## src/rtl/lcs_pkg.sv

```systemverilog
// ----------------------------------------------------------------------------
// lcs_pkg
// Shared constants and types for the longest common substring block.
// ----------------------------------------------------------------------------
package lcs_pkg;

    localparam int MAX_LEN_DEF = 64;
    localparam int SYM_W       = 8;
    localparam int LEN_W       = 7;
    localparam int IDX_W       = 6;

    localparam logic KIND_SECOND = 1'b0;
    localparam logic KIND_FIRST  = 1'b1;

    typedef enum logic [0:0] {
        ST_LOAD,
        ST_EMIT
    } state_t;

endpackage

```

## src/rtl/lcs_cell.sv

```systemverilog
// ----------------------------------------------------------------------------
// lcs_cell
// One column of the match-length row: holds a second-string symbol and the
// match length ending at that column for the previous row.
// ----------------------------------------------------------------------------
module lcs_cell #(
    parameter int LW = lcs_pkg::LEN_W
) (
    input  logic                      clk,
    input  logic                      rst_n,
    input  logic                      load,      // write stored symbol
    input  logic [lcs_pkg::SYM_W-1:0] load_sym,
    input  logic                      active,    // column holds a symbol
    input  logic                      step,      // new row
    input  logic                      clear,
    input  logic [lcs_pkg::SYM_W-1:0] row_sym,
    input  logic [LW-1:0]             left_len,  // neighbor's prior-row length
    output logic [LW-1:0]             len
);

    logic [lcs_pkg::SYM_W-1:0] sym_reg;
    logic [LW-1:0]             len_reg;
    logic [LW-1:0]             len_next;

    always_comb
    begin
        len_next = len_reg;
        if (clear)
        begin
            len_next = '0;
        end
        else if (step)
        begin
            len_next = (active && row_sym == sym_reg) ? left_len + 1'b1 : '0;
        end
    end

    always_ff @(posedge clk or negedge rst_n)
    begin
        if (!rst_n)
        begin
            len_reg <= '0;
        end
        else
        begin
            len_reg <= len_next;
        end
    end

    always_ff @(posedge clk)
    begin
        if (load)
        begin
            sym_reg <= load_sym;
        end
    end

    assign len = len_reg;

endmodule

```

## src/rtl/longest_common_substring.sv

```systemverilog
// ----------------------------------------------------------------------------
// longest_common_substring
// Longest common substring of two byte strings on a row of match cells.
// ----------------------------------------------------------------------------
// channel   dir  signals                                             handshake
// command   in   kind, symbol, end_of_string                         start/busy
// result    out  out_symbol, match_length, start_index, last_result,  strobe
//                overflow
//
// a string item is taken whenever busy is low; all columns of a row update
// together in the cell row, then a registered max tree over the row folds
// into the best length via rowmax_reg. a first-string item with end_of_string
// keeps busy high while that drains and while the result symbols go out in
// order (read from the first-string memory), at least one. each result is on
// the ports in the cycle after its emit cycle. reset clears all control state.
// ----------------------------------------------------------------------------
module longest_common_substring #(
    parameter int MAX_LEN = lcs_pkg::MAX_LEN_DEF
) (
    input  logic                      clk,
    input  logic                      rst_n,
    input  logic                      start,
    output logic                      busy,
    input  logic                      kind,
    input  logic [lcs_pkg::SYM_W-1:0] symbol,
    input  logic                      end_of_string,
    output logic                      strobe,
    output logic [lcs_pkg::SYM_W-1:0] out_symbol,
    output logic [lcs_pkg::LEN_W-1:0] match_length,
    output logic [lcs_pkg::IDX_W-1:0] start_index,
    output logic                      last_result,
    output logic                      overflow
);

    localparam int CW = $clog2(MAX_LEN + 1);   // counts and lengths
    localparam int AW = $clog2(MAX_LEN);       // memory address
    localparam int NP = 1 << AW;               // leaves of the max tree

    lcs_pkg::state_t state_reg, state_next;

    logic [CW-1:0] scount_reg, scount_next;
    logic [CW-1:0] fcount_reg, fcount_next;
    logic [CW-1:0] best_len_reg, best_len_next;
    logic [CW-1:0] best_end_reg, best_end_next;
    logic          ovf_reg, ovf_next;
    logic [CW-1:0] k_reg, k_next;
    logic          pend_reg, pend_next;      // row updated, max not yet registered
    logic [CW-1:0] pend_row_reg, pend_row_next;
    logic          pend_d_reg;               // row max registered, fold in now
    logic [CW-1:0] pend_row_d_reg;
    logic [CW-1:0] rowmax_reg;

    logic [lcs_pkg::SYM_W-1:0] first_mem [MAX_LEN];

    logic accept, is_first, s_ok, f_ok, step, clear_all, drain;
    logic [CW-1:0] lens [MAX_LEN];
    logic [CW-1:0] max_tree [1:2*NP-1];
    logic [CW-1:0] rowmax_c;
    logic [CW-1:0] start_pos;
    logic [CW-1:0] rd_addr;

    assign accept   = start && !busy;
    assign is_first = kind == lcs_pkg::KIND_FIRST;
    assign s_ok     = scount_reg < CW'(MAX_LEN);
    assign f_ok     = fcount_reg < CW'(MAX_LEN);
    assign step     = accept && is_first && f_ok;
    assign drain    = pend_reg || pend_d_reg;

    genvar g;
    generate
        for (g = 0; g < MAX_LEN; g++)
        begin : g_cell
            logic [CW-1:0] left;
            if (g == 0)
            begin : g_edge
                assign left = '0;
            end
            else
            begin : g_in
                assign left = lens[g-1];
            end
            lcs_cell #(.LW(CW)) u_cell (
                .clk      (clk),
                .rst_n    (rst_n),
                .load     (accept && !is_first && s_ok && scount_reg == CW'(g)),
                .load_sym (symbol),
                .active   (CW'(g) < scount_reg),
                .step     (step),
                .clear    (clear_all),
                .row_sym  (symbol),
                .left_len (left),
                .len      (lens[g])
            );
        end
    endgenerate

    // max over the row as a balanced tree; only the value matters since
    // the row index is the same for every column
    genvar n;
    generate
        for (n = 0; n < NP; n++)
        begin : g_leaf
            if (n < MAX_LEN)
            begin : g_used
                assign max_tree[NP+n] = lens[n];
            end
            else
            begin : g_pad
                assign max_tree[NP+n] = '0;
            end
        end
        for (n = 1; n < NP; n++)
        begin : g_node
            assign max_tree[n] = (max_tree[2*n] > max_tree[2*n+1]) ?
                                 max_tree[2*n] : max_tree[2*n+1];
        end
    endgenerate

    assign rowmax_c  = max_tree[1];
    assign start_pos = best_end_reg - best_len_reg;
    assign rd_addr   = start_pos + k_reg;

    always_comb
    begin
        state_next    = state_reg;
        scount_next   = scount_reg;
        fcount_next   = fcount_reg;
        best_len_next = best_len_reg;
        best_end_next = best_end_reg;
        ovf_next      = ovf_reg;
        k_next        = k_reg;
        pend_next     = 1'b0;
        pend_row_next = pend_row_reg;
        clear_all     = 1'b0;
        busy          = state_reg != lcs_pkg::ST_LOAD;
        if (pend_d_reg && rowmax_reg > best_len_reg)
        begin
            best_len_next = rowmax_reg;
            best_end_next = pend_row_d_reg;
        end
        unique case (state_reg)
            lcs_pkg::ST_LOAD:
            begin
                if (accept)
                begin
                    if (!is_first)
                    begin
                        if (s_ok)
                            scount_next = scount_reg + 1'b1;
                        else
                            ovf_next = 1'b1;
                    end
                    else
                    begin
                        if (f_ok)
                        begin
                            fcount_next   = fcount_reg + 1'b1;
                            pend_next     = 1'b1;
                            pend_row_next = fcount_reg + 1'b1;
                        end
                        else
                        begin
                            ovf_next = 1'b1;
                        end
                        if (end_of_string)
                        begin
                            state_next = lcs_pkg::ST_EMIT;
                            k_next     = '0;
                        end
                    end
                end
            end
            lcs_pkg::ST_EMIT:
            begin
                // emit waits until the last row max is folded in
                if (!drain)
                begin
                    k_next = k_reg + 1'b1;
                    if (k_next >= best_len_reg)
                    begin
                        state_next    = lcs_pkg::ST_LOAD;
                        clear_all     = 1'b1;
                        scount_next   = '0;
                        fcount_next   = '0;
                        best_len_next = '0;
                        best_end_next = '0;
                        ovf_next      = 1'b0;
                        k_next        = '0;
                    end
                end
            end
            default:
            begin
                state_next = lcs_pkg::ST_LOAD;
            end
        endcase
    end

    always_ff @(posedge clk or negedge rst_n)
    begin
        if (!rst_n)
        begin
            state_reg      <= lcs_pkg::ST_LOAD;
            scount_reg     <= '0;
            fcount_reg     <= '0;
            best_len_reg   <= '0;
            best_end_reg   <= '0;
            ovf_reg        <= 1'b0;
            k_reg          <= '0;
            pend_reg       <= 1'b0;
            pend_row_reg   <= '0;
            pend_d_reg     <= 1'b0;
            pend_row_d_reg <= '0;
            strobe         <= 1'b0;
            last_result    <= 1'b0;
        end
        else
        begin
            state_reg      <= state_next;
            scount_reg     <= scount_next;
            fcount_reg     <= fcount_next;
            best_len_reg   <= best_len_next;
            best_end_reg   <= best_end_next;
            ovf_reg        <= ovf_next;
            k_reg          <= k_next;
            pend_reg       <= pend_next;
            pend_row_reg   <= pend_row_next;
            pend_d_reg     <= pend_reg;
            pend_row_d_reg <= pend_row_reg;
            strobe         <= state_reg == lcs_pkg::ST_EMIT && !drain;
            last_result    <= state_reg == lcs_pkg::ST_EMIT && !drain
                              && k_reg + 1'b1 >= best_len_reg;
        end
    end

    always_ff @(posedge clk)
    begin
        rowmax_reg <= rowmax_c;
        if (step)
        begin
            first_mem[fcount_reg[AW-1:0]] <= symbol;
        end
        if (state_reg == lcs_pkg::ST_EMIT && !drain)
        begin
            out_symbol   <= best_len_reg == '0 ? '0 : first_mem[rd_addr[AW-1:0]];
            match_length <= lcs_pkg::LEN_W'(best_len_reg);
            start_index  <= lcs_pkg::IDX_W'(start_pos);
            overflow     <= ovf_reg;
        end
    end

endmodule

```

## config.mk

```make
export PLATFORM = sky130hd
export DESIGN_NAME = longest_common_substring
export DESIGN_NICKNAME = d
export VERILOG_FILES = /design/src/rtl/lcs_pkg.sv /design/src/rtl/lcs_cell.sv /design/src/rtl/longest_common_substring.sv
export SDC_FILE = /design/constraint.sdc
export NUM_CORES = 2
export LEC_CHECK = 0
export BUFFER_PORTS_ARGS = -buffer_cell sky130_fd_sc_hd__buf_2
export CORE_ASPECT_RATIO = 1.2
export CORE_UTILIZATION = 64
export DETAILED_ROUTE_END_ITERATION = 16
export GPL_TIMING_DRIVEN = 0
export PLACE_DENSITY = 0.86
export SLEW_MARGIN = 20
export SYNTH_ARGS = -nofsm -noshare
export SYNTH_HDL_FRONTEND = slang
export SYNTH_SLANG_ARGS = --single-unit
```

## constraint.sdc

```tcl
create_clock -name clk -period 12.45 [get_ports clk]
set_clock_uncertainty 0.2 [all_clocks]
set_input_delay 0.6225 -clock clk [delete_from_list [all_inputs] [get_ports clk]]
set_output_delay 0.6225 -clock clk [all_outputs]
set_load 0.02 [all_outputs]
```

==> Word level (Yosys, flattened, before mapping) <==
Memories as Yosys holds them, arrays and structs flattened. A register that Yosys moved wholly into a read port is not among the register bits.
Index checks and enable logic that the tools add are counted.
{ "totals": {"ff_bits": 1036, "latchBits": 0, "ramBits": 512, "romBits": 0, "output_inout_bits": 25, "word_cells": 932, "mem_count": 1} }
{ "mem_list": {"columns": ["name", "depth", "word_bits", "rd", "rd_clocked_by_memory_dff", "write_ports", "line_no", "rtl"], "rows": [
  ["first_mem", 64, 8, 1, 1, 1, "longest_common_substring.sv:53", "logic [lcs_pkg::SYM_W-1:0] first_mem [MAX_LEN];"]
]} }
{ "op_classes": {"addsub": 68, "n_mul": 0, "div": 0, "order_cmp": 131, "n_eq_ne": 137, "n_shift": 0, "muxes": 301, "bitwise_logic": 1, "reduce_logical": 148} }
{ "op_table": {"columns": ["op", "n"], "rows": [
  ["$mux W7", 275],
  ["$eq A8 B8 Y1", 64],
  ["$add A7 B1 Y7 const B", 66],
  ["$gt A7 B7 Y1", 64],
  ["$eq A7 B6 Y1 const B", 32],
  ["$lt A6 B7 Y1 const A", 32],
  ["$logic_and A1 B1 Y1", 136],
  ["$eq A7 B5 Y1 const B", 16],
  ["$lt A5 B7 Y1 const A", 16],
  ["$eq A7 B4 Y1 const B", 8],
  ["$lt A4 B7 Y1 const A", 8],
  ["$pmux W7 S2", 3],
  ["$eq A7 B3 Y1 const B", 4],
  ["$lt A3 B7 Y1 const A", 4],
  ["$mux W1", 21],
  ["$reduce_and A5 Y1", 3],
  ["$eq A7 B2 Y1 const B", 2],
  ["$logic_not A7 Y1", 2],
  ["$lt A1 B7 Y1 const A", 2],
  ["$lt A2 B7 Y1 const A", 2],
  ["$lt A7 B7 Y1 const B", 2],
  ["$ne A2 B2 Y1 const B", 7],
  ["$reduce_and A4 Y1", 2],
  ["$eq A7 B1 Y1 const B", 1],
  ["other kinds (10)", 14]
]} }

==> Depth between registers and ports, before layout <==
{ "logic_depth": {"ltp_word": 12, "ltp_mapped": 50, "mapped_depth_nobuf": 48} }

==> Modules after synthesis <==
Synthesis repeated with hierarchy kept, for this count alone.
{ "unflattened": {"cells_unflattened": 7061, "hier_area_um2": 84275.8} }
{ "modules_own_cells": {"columns": ["module", "n_inst", "cells_per_inst", "area_each_um2"], "rows": [
  ["lcs_cell", 64, 55, 679.4],
  ["longest_common_substring", 1, 3541, 40794.1]
]} }

==> Worst setup path after synthesis <==
OpenSTA, ideal clock, no wires.
{ "synth_path": {"path_type": "register -> register", "startpoint": "register g_cell[28].u_cell.len_reg[4]", "endpoint": "register rowmax_reg[1]", "arrival_ns": 9.984, "t_required_ns": 12.129, "setup_slack_ns": 2.145, "stages_incl_launch_ff": 40, "path_buffers": 2, "period_less_slack_ns": 10.305, "path_cell_list": "dfrtp_1 > ha_1 > a211oi_1 > nor2_1 > o31ai_1 > mux2_2 > ha_1 > a211oi_1 > nor2_1 > o31ai_1 > clkbuf_1 > o21ai_0 > ha_1 > a211oi_1 > nor2_1 > o31ai_2 > nor3_1 > a221oi_1 > (+4 left out) > o21bai_1 > clkbuf_1 > o21ai_0 > ha_1 > a21o_1 > a21o_1 > a221oi_1 > a41o_1 > nand2b_1 > o22a_1 > o31ai_1 > ha_1 > a21o_1 > a21oi_1 > nor2b_1 > or3_1 > o21ai_0 > mux2_2"} }
{ "synth_lines": {"columns": ["element", "line_no", "rtl"], "rows": [
  ["start, declared", "lcs_cell.sv:22", "logic [LW-1:0] len_reg;"],
  ["start signal, assigned", "lcs_cell.sv:46", "len_reg <= len_next;"],
  ["end signal, assigned", "longest_common_substring.sv:238", "rowmax_reg <= rowmax_c;"],
  ["end, declared", "longest_common_substring.sv:51", "logic [CW-1:0] rowmax_reg;"]
]} }

==> impl_metrics.csv <==
group,metric,value,unit
status,status,"finished clean",
flow_run,maxCapViolations,0,
grt,grt_use_total,39.0,%
worst_setup_path,worstPathRequired,12.92,ns
sta,max_slew.worst_pin.slew,1.37,ns
placement,placed_cells,8481,
logic_synthesis,synth_cells,6742,
clocking,path_clk_slew,0.07,ns
power,power_frac_clock,38.5,%
worst_setup_path,cp_max_fo,10,
worst_setup_path,cpPeakStageDelay,0.78,ns
route,wl_met2,117,mm
power,switching_power,0.00358,W
logic_synthesis,syn_area,81800,µm²
worst_setup_path,crit_path_end,"rowmax_reg[0]",
placement,gp_congestion,1.00,
logic_synthesis,synth_area_per_cell,12.1,µm²
logic_synthesis,synth_seq_cells,1532,
worst_setup_path,reg2reg_from,"g_cell[53].u_cell.len[2]",
logic_synthesis,postSynth.asyncResetShare,31.3,%
logic_synthesis,synth_top_cell_by_area,"edfxtp_1",
worst_setup_path,cp_slowest_cell,"a221oi_1",
placement,place_hpwl,168,mm
grt,antenna_found_initial,7,
finish,area_growth,10.3,%
route,vias,59800,
finish,final_cells,8763,
finish,final_util,71.2,%
worst_setup_path,reg2reg_depth,45,
clocking,cts_tree,"done",
sta,relSlewSlack,8.23,%
hold_path,hold_class,"in2reg",
worst_setup_path,regToRegEndpoint,"rowmax_reg[0]",
route,wl_per_cell,28.6,µm
power,p_per_area,135,nW/µm²
sta,setup_violations,0,
placement,io_buffers,37,
logic_synthesis,ys.flop_type,"edfxtp_1",
clocking,cts_buffers,151,
sta,whs,0.0195,ns
sta,fmax,84.5,MHz
clocking,h-tree-depth,4,
route,via_per_inst,6.82,
sta,hold_viol_final,0,
sta,period_share,95.1,%
die,die_x,328,µm
die,std_cell_rows,143,
grt,grt_pass1_wl,374,mm
worst_setup_path,critPathLaunch,"g_cell[53].u_cell.len[2]",
die,core_area,127000,µm²
worst_setup_path,r2r_slack,0.61,ns
grt,grt_max_degree,99,
route,drtPass1Iterations,8,
worst_setup_path,arrival,12.31,ns
logic_synthesis,synthesis.nets,7269,
worst_setup_path,cpMostUsedCell,"a21oi_1",
finish,drive_above_1_share,10.1,%
power,ir_worst_vdd,183,µV
sta,slew_violations,0,
worst_setup_path,path_class,"reg2reg",
power,swShare,29.5,%
clocking,clk_path_buf_depth,3,
worst_setup_path,crit_path_start_kind,"register",
clocking,cts_root_buffer,"clkbuf_16",
route,drtAntennaViolNets,0,
route,met1_length,83.0,mm
logic_synthesis,synth_enable_flop_cells,1046,
power,p_int,0.00858,W
clocking,cts.sinks,1532,
die,start_util,64.6,%
logic_synthesis,yosys_warnings,0,
die,fp.dieArea,129000,µm²
route,drt-initial-drc-count,7859,
logic_synthesis,yosysTopAreaCellShare,38.4,%
power,seqPwrFrac,45.9,%
die,io_pins,38,
logic_synthesis,yosysUniqueCellTypes,78,
logic_synthesis,netlist_top_cells_count,"1046 x edfxtp_1, 708 x nor2_1, 512 x ha_1",
die,die_h,394,µm
route,postRouteWirelength,251,mm
grt,grt_pass1_vias,60500,
route,route.met3.wl,27.6,mm
logic_synthesis,synth_area_leaders,"edfxtp_1 38%, dfrtp_1 15%, ha_1 7.8%, xnor2_1 4.9%, mux4_2 4.4%",
power,power_frac_comb,15.5,%
route,maxUsedRoutingLayer,"met5",
logic_synthesis,yosysMostFrequentCell,"edfxtp_1",
worst_setup_path,worstSetupEndpointType,"register",
logic_synthesis,yosysSeqAreaShare,53.2,%
grt,overflow,0,
sta,fin_crit,11.84,ns
finish,final_nets,7498,
power,leakage,35.7,nW
clocking,clk_latency,0.84,ns
route,drcViolationCount,0,
-- what timing repair did --
action                     4_1_cts  5_1_grt
pin swaps                        0        1
resized for setup                6       24
hold buffers                     3        0
setup endpoints to repair        2        7
buffers inserted                 0        1
hold endpoints to repair       160        0
-- metal layers --
layer  GRT usage, %  vias up
met2           61.7     4035
met5              0        -
li1               -    25400
met3           10.5     1342
met1           44.9    29100
met4           30.4        2
-- placed cells by master (no fill, tap or decap), drive strengths merged, types with 9 or more instances in the layout --
| master | netlist | routed |
|---|---|---|
| edfxtp | 1046 | 1046 |
| nor2 | 708 | 708 |
| ha | 512 | 512 |
| dfrtp | 479 | 479 |
| xnor2 | 461 | 461 |
| inv | 430 | 438 |
| clkbuf | 194 | 395 |
| a22oi | 384 | 384 |
| xor2 | 367 | 367 |
| mux2i | 244 | 244 |
| nand2 | 225 | 225 |
| a21oi | 219 | 219 |
| nand3 | 195 | 195 |
| mux4 | 160 | 160 |
| nor3 | 141 | 141 |
| nand4 | 130 | 130 |
| o21ai | 126 | 126 |
| buf | 45 | 114 |
| mux2 | 87 | 87 |
| nor4 | 80 | 80 |
| a211oi | 63 | 63 |
| clkinv | 2 | 57 |
| nand3b | 54 | 54 |
| and3 | 43 | 43 |
| or2 | 35 | 35 |
| a21o | 31 | 31 |
| nor2b | 29 | 29 |
| o31ai | 25 | 25 |
| nand2b | 19 | 19 |
| o22ai | 18 | 18 |
| o22a | 17 | 17 |
| a221oi | 15 | 15 |
| o21bai | 14 | 14 |
| o221ai | 13 | 13 |
| bufinv | 0 | 10 |
| o21a | 9 | 9 |
| or4 | 9 | 9 |
| o2111a | 9 | 9 |
| o32ai | 9 | 9 |
-- area by class of cell --
class                   count  area (µm²)
flip-flops and latches   1532       43500
multi-input cells        4539       36200
plain buffers             239         947
well taps                1667        2090
diodes                      1        2.50
clock buffers             197        4040
fillers                  8077       36500
inverters                 432        1620
repair buffers             76         825
clock inverters            80         956
-- power groups by stage --
stage / clock (W) / combinational, W / sequential (W)
floorplan: 0 / 0.000938 / 0.00569
global placement: 0 / 0.00167 / 0.00568
detailed placement: 0 / 0.00173 / 0.00568
CTS: 0.00467 / 0.00178 / 0.00558
global route: 0.00485 / 0.00191 / 0.00558
finish: 0.00468 / 0.00189 / 0.00558
-- through the flow --
stage	power, W	worst slack, ns	TNS [ns]	cell area, µm²
final	0.0122	0.614	0	90200
after global routing	0.0123	-0.00884	-0.00884	90200
after CTS	0.0120	0.0805	0	90000
after detailed placement	0.00741	-0.136	-0.182	84900
after global placement	0.00735	0.137	0	84100
after floorplan	0.00663	2.15	0	81800
-- worst min path at each step --
stage                   start               end  depth (start not counted)
finish              symbol[6]  first_mem[20][6]                          1
global route        symbol[6]  first_mem[23][6]                          1
CTS                 symbol[6]  first_mem[23][6]                          1
detailed placement   pend_reg        pend_d_reg                          0
global placement     pend_reg        pend_d_reg                          0
floorplan               rst_n   best_end_reg[0]                          0
-- kinds of logic after synthesis --
logic type / count (synthesis) / share of synthesized area [%]
buffers and inverters: 671 / 3.09
DFF: 1532 / 53.2
xor gates and xnor gates: 828 / 8.87
muxes: 491 / 8.61
and+or+nand+nor: 1691 / 9.69
adders and majority gates: 514 / 7.88
AOI/OAI and AO/OA: 1015 / 8.64
-- critical path, delay by kind of cell, from the launching register on --
family                     cells  cell delay, ns
AOI/OAI and AO/OA             22            5.53
muxes                          3            1.38
and+or+nand+nor                9            1.60
adders and majority gates      6            1.83
DFF                            1            0.48
buffers and inverters          5            0.67
(Power assumes the default switching activity.)
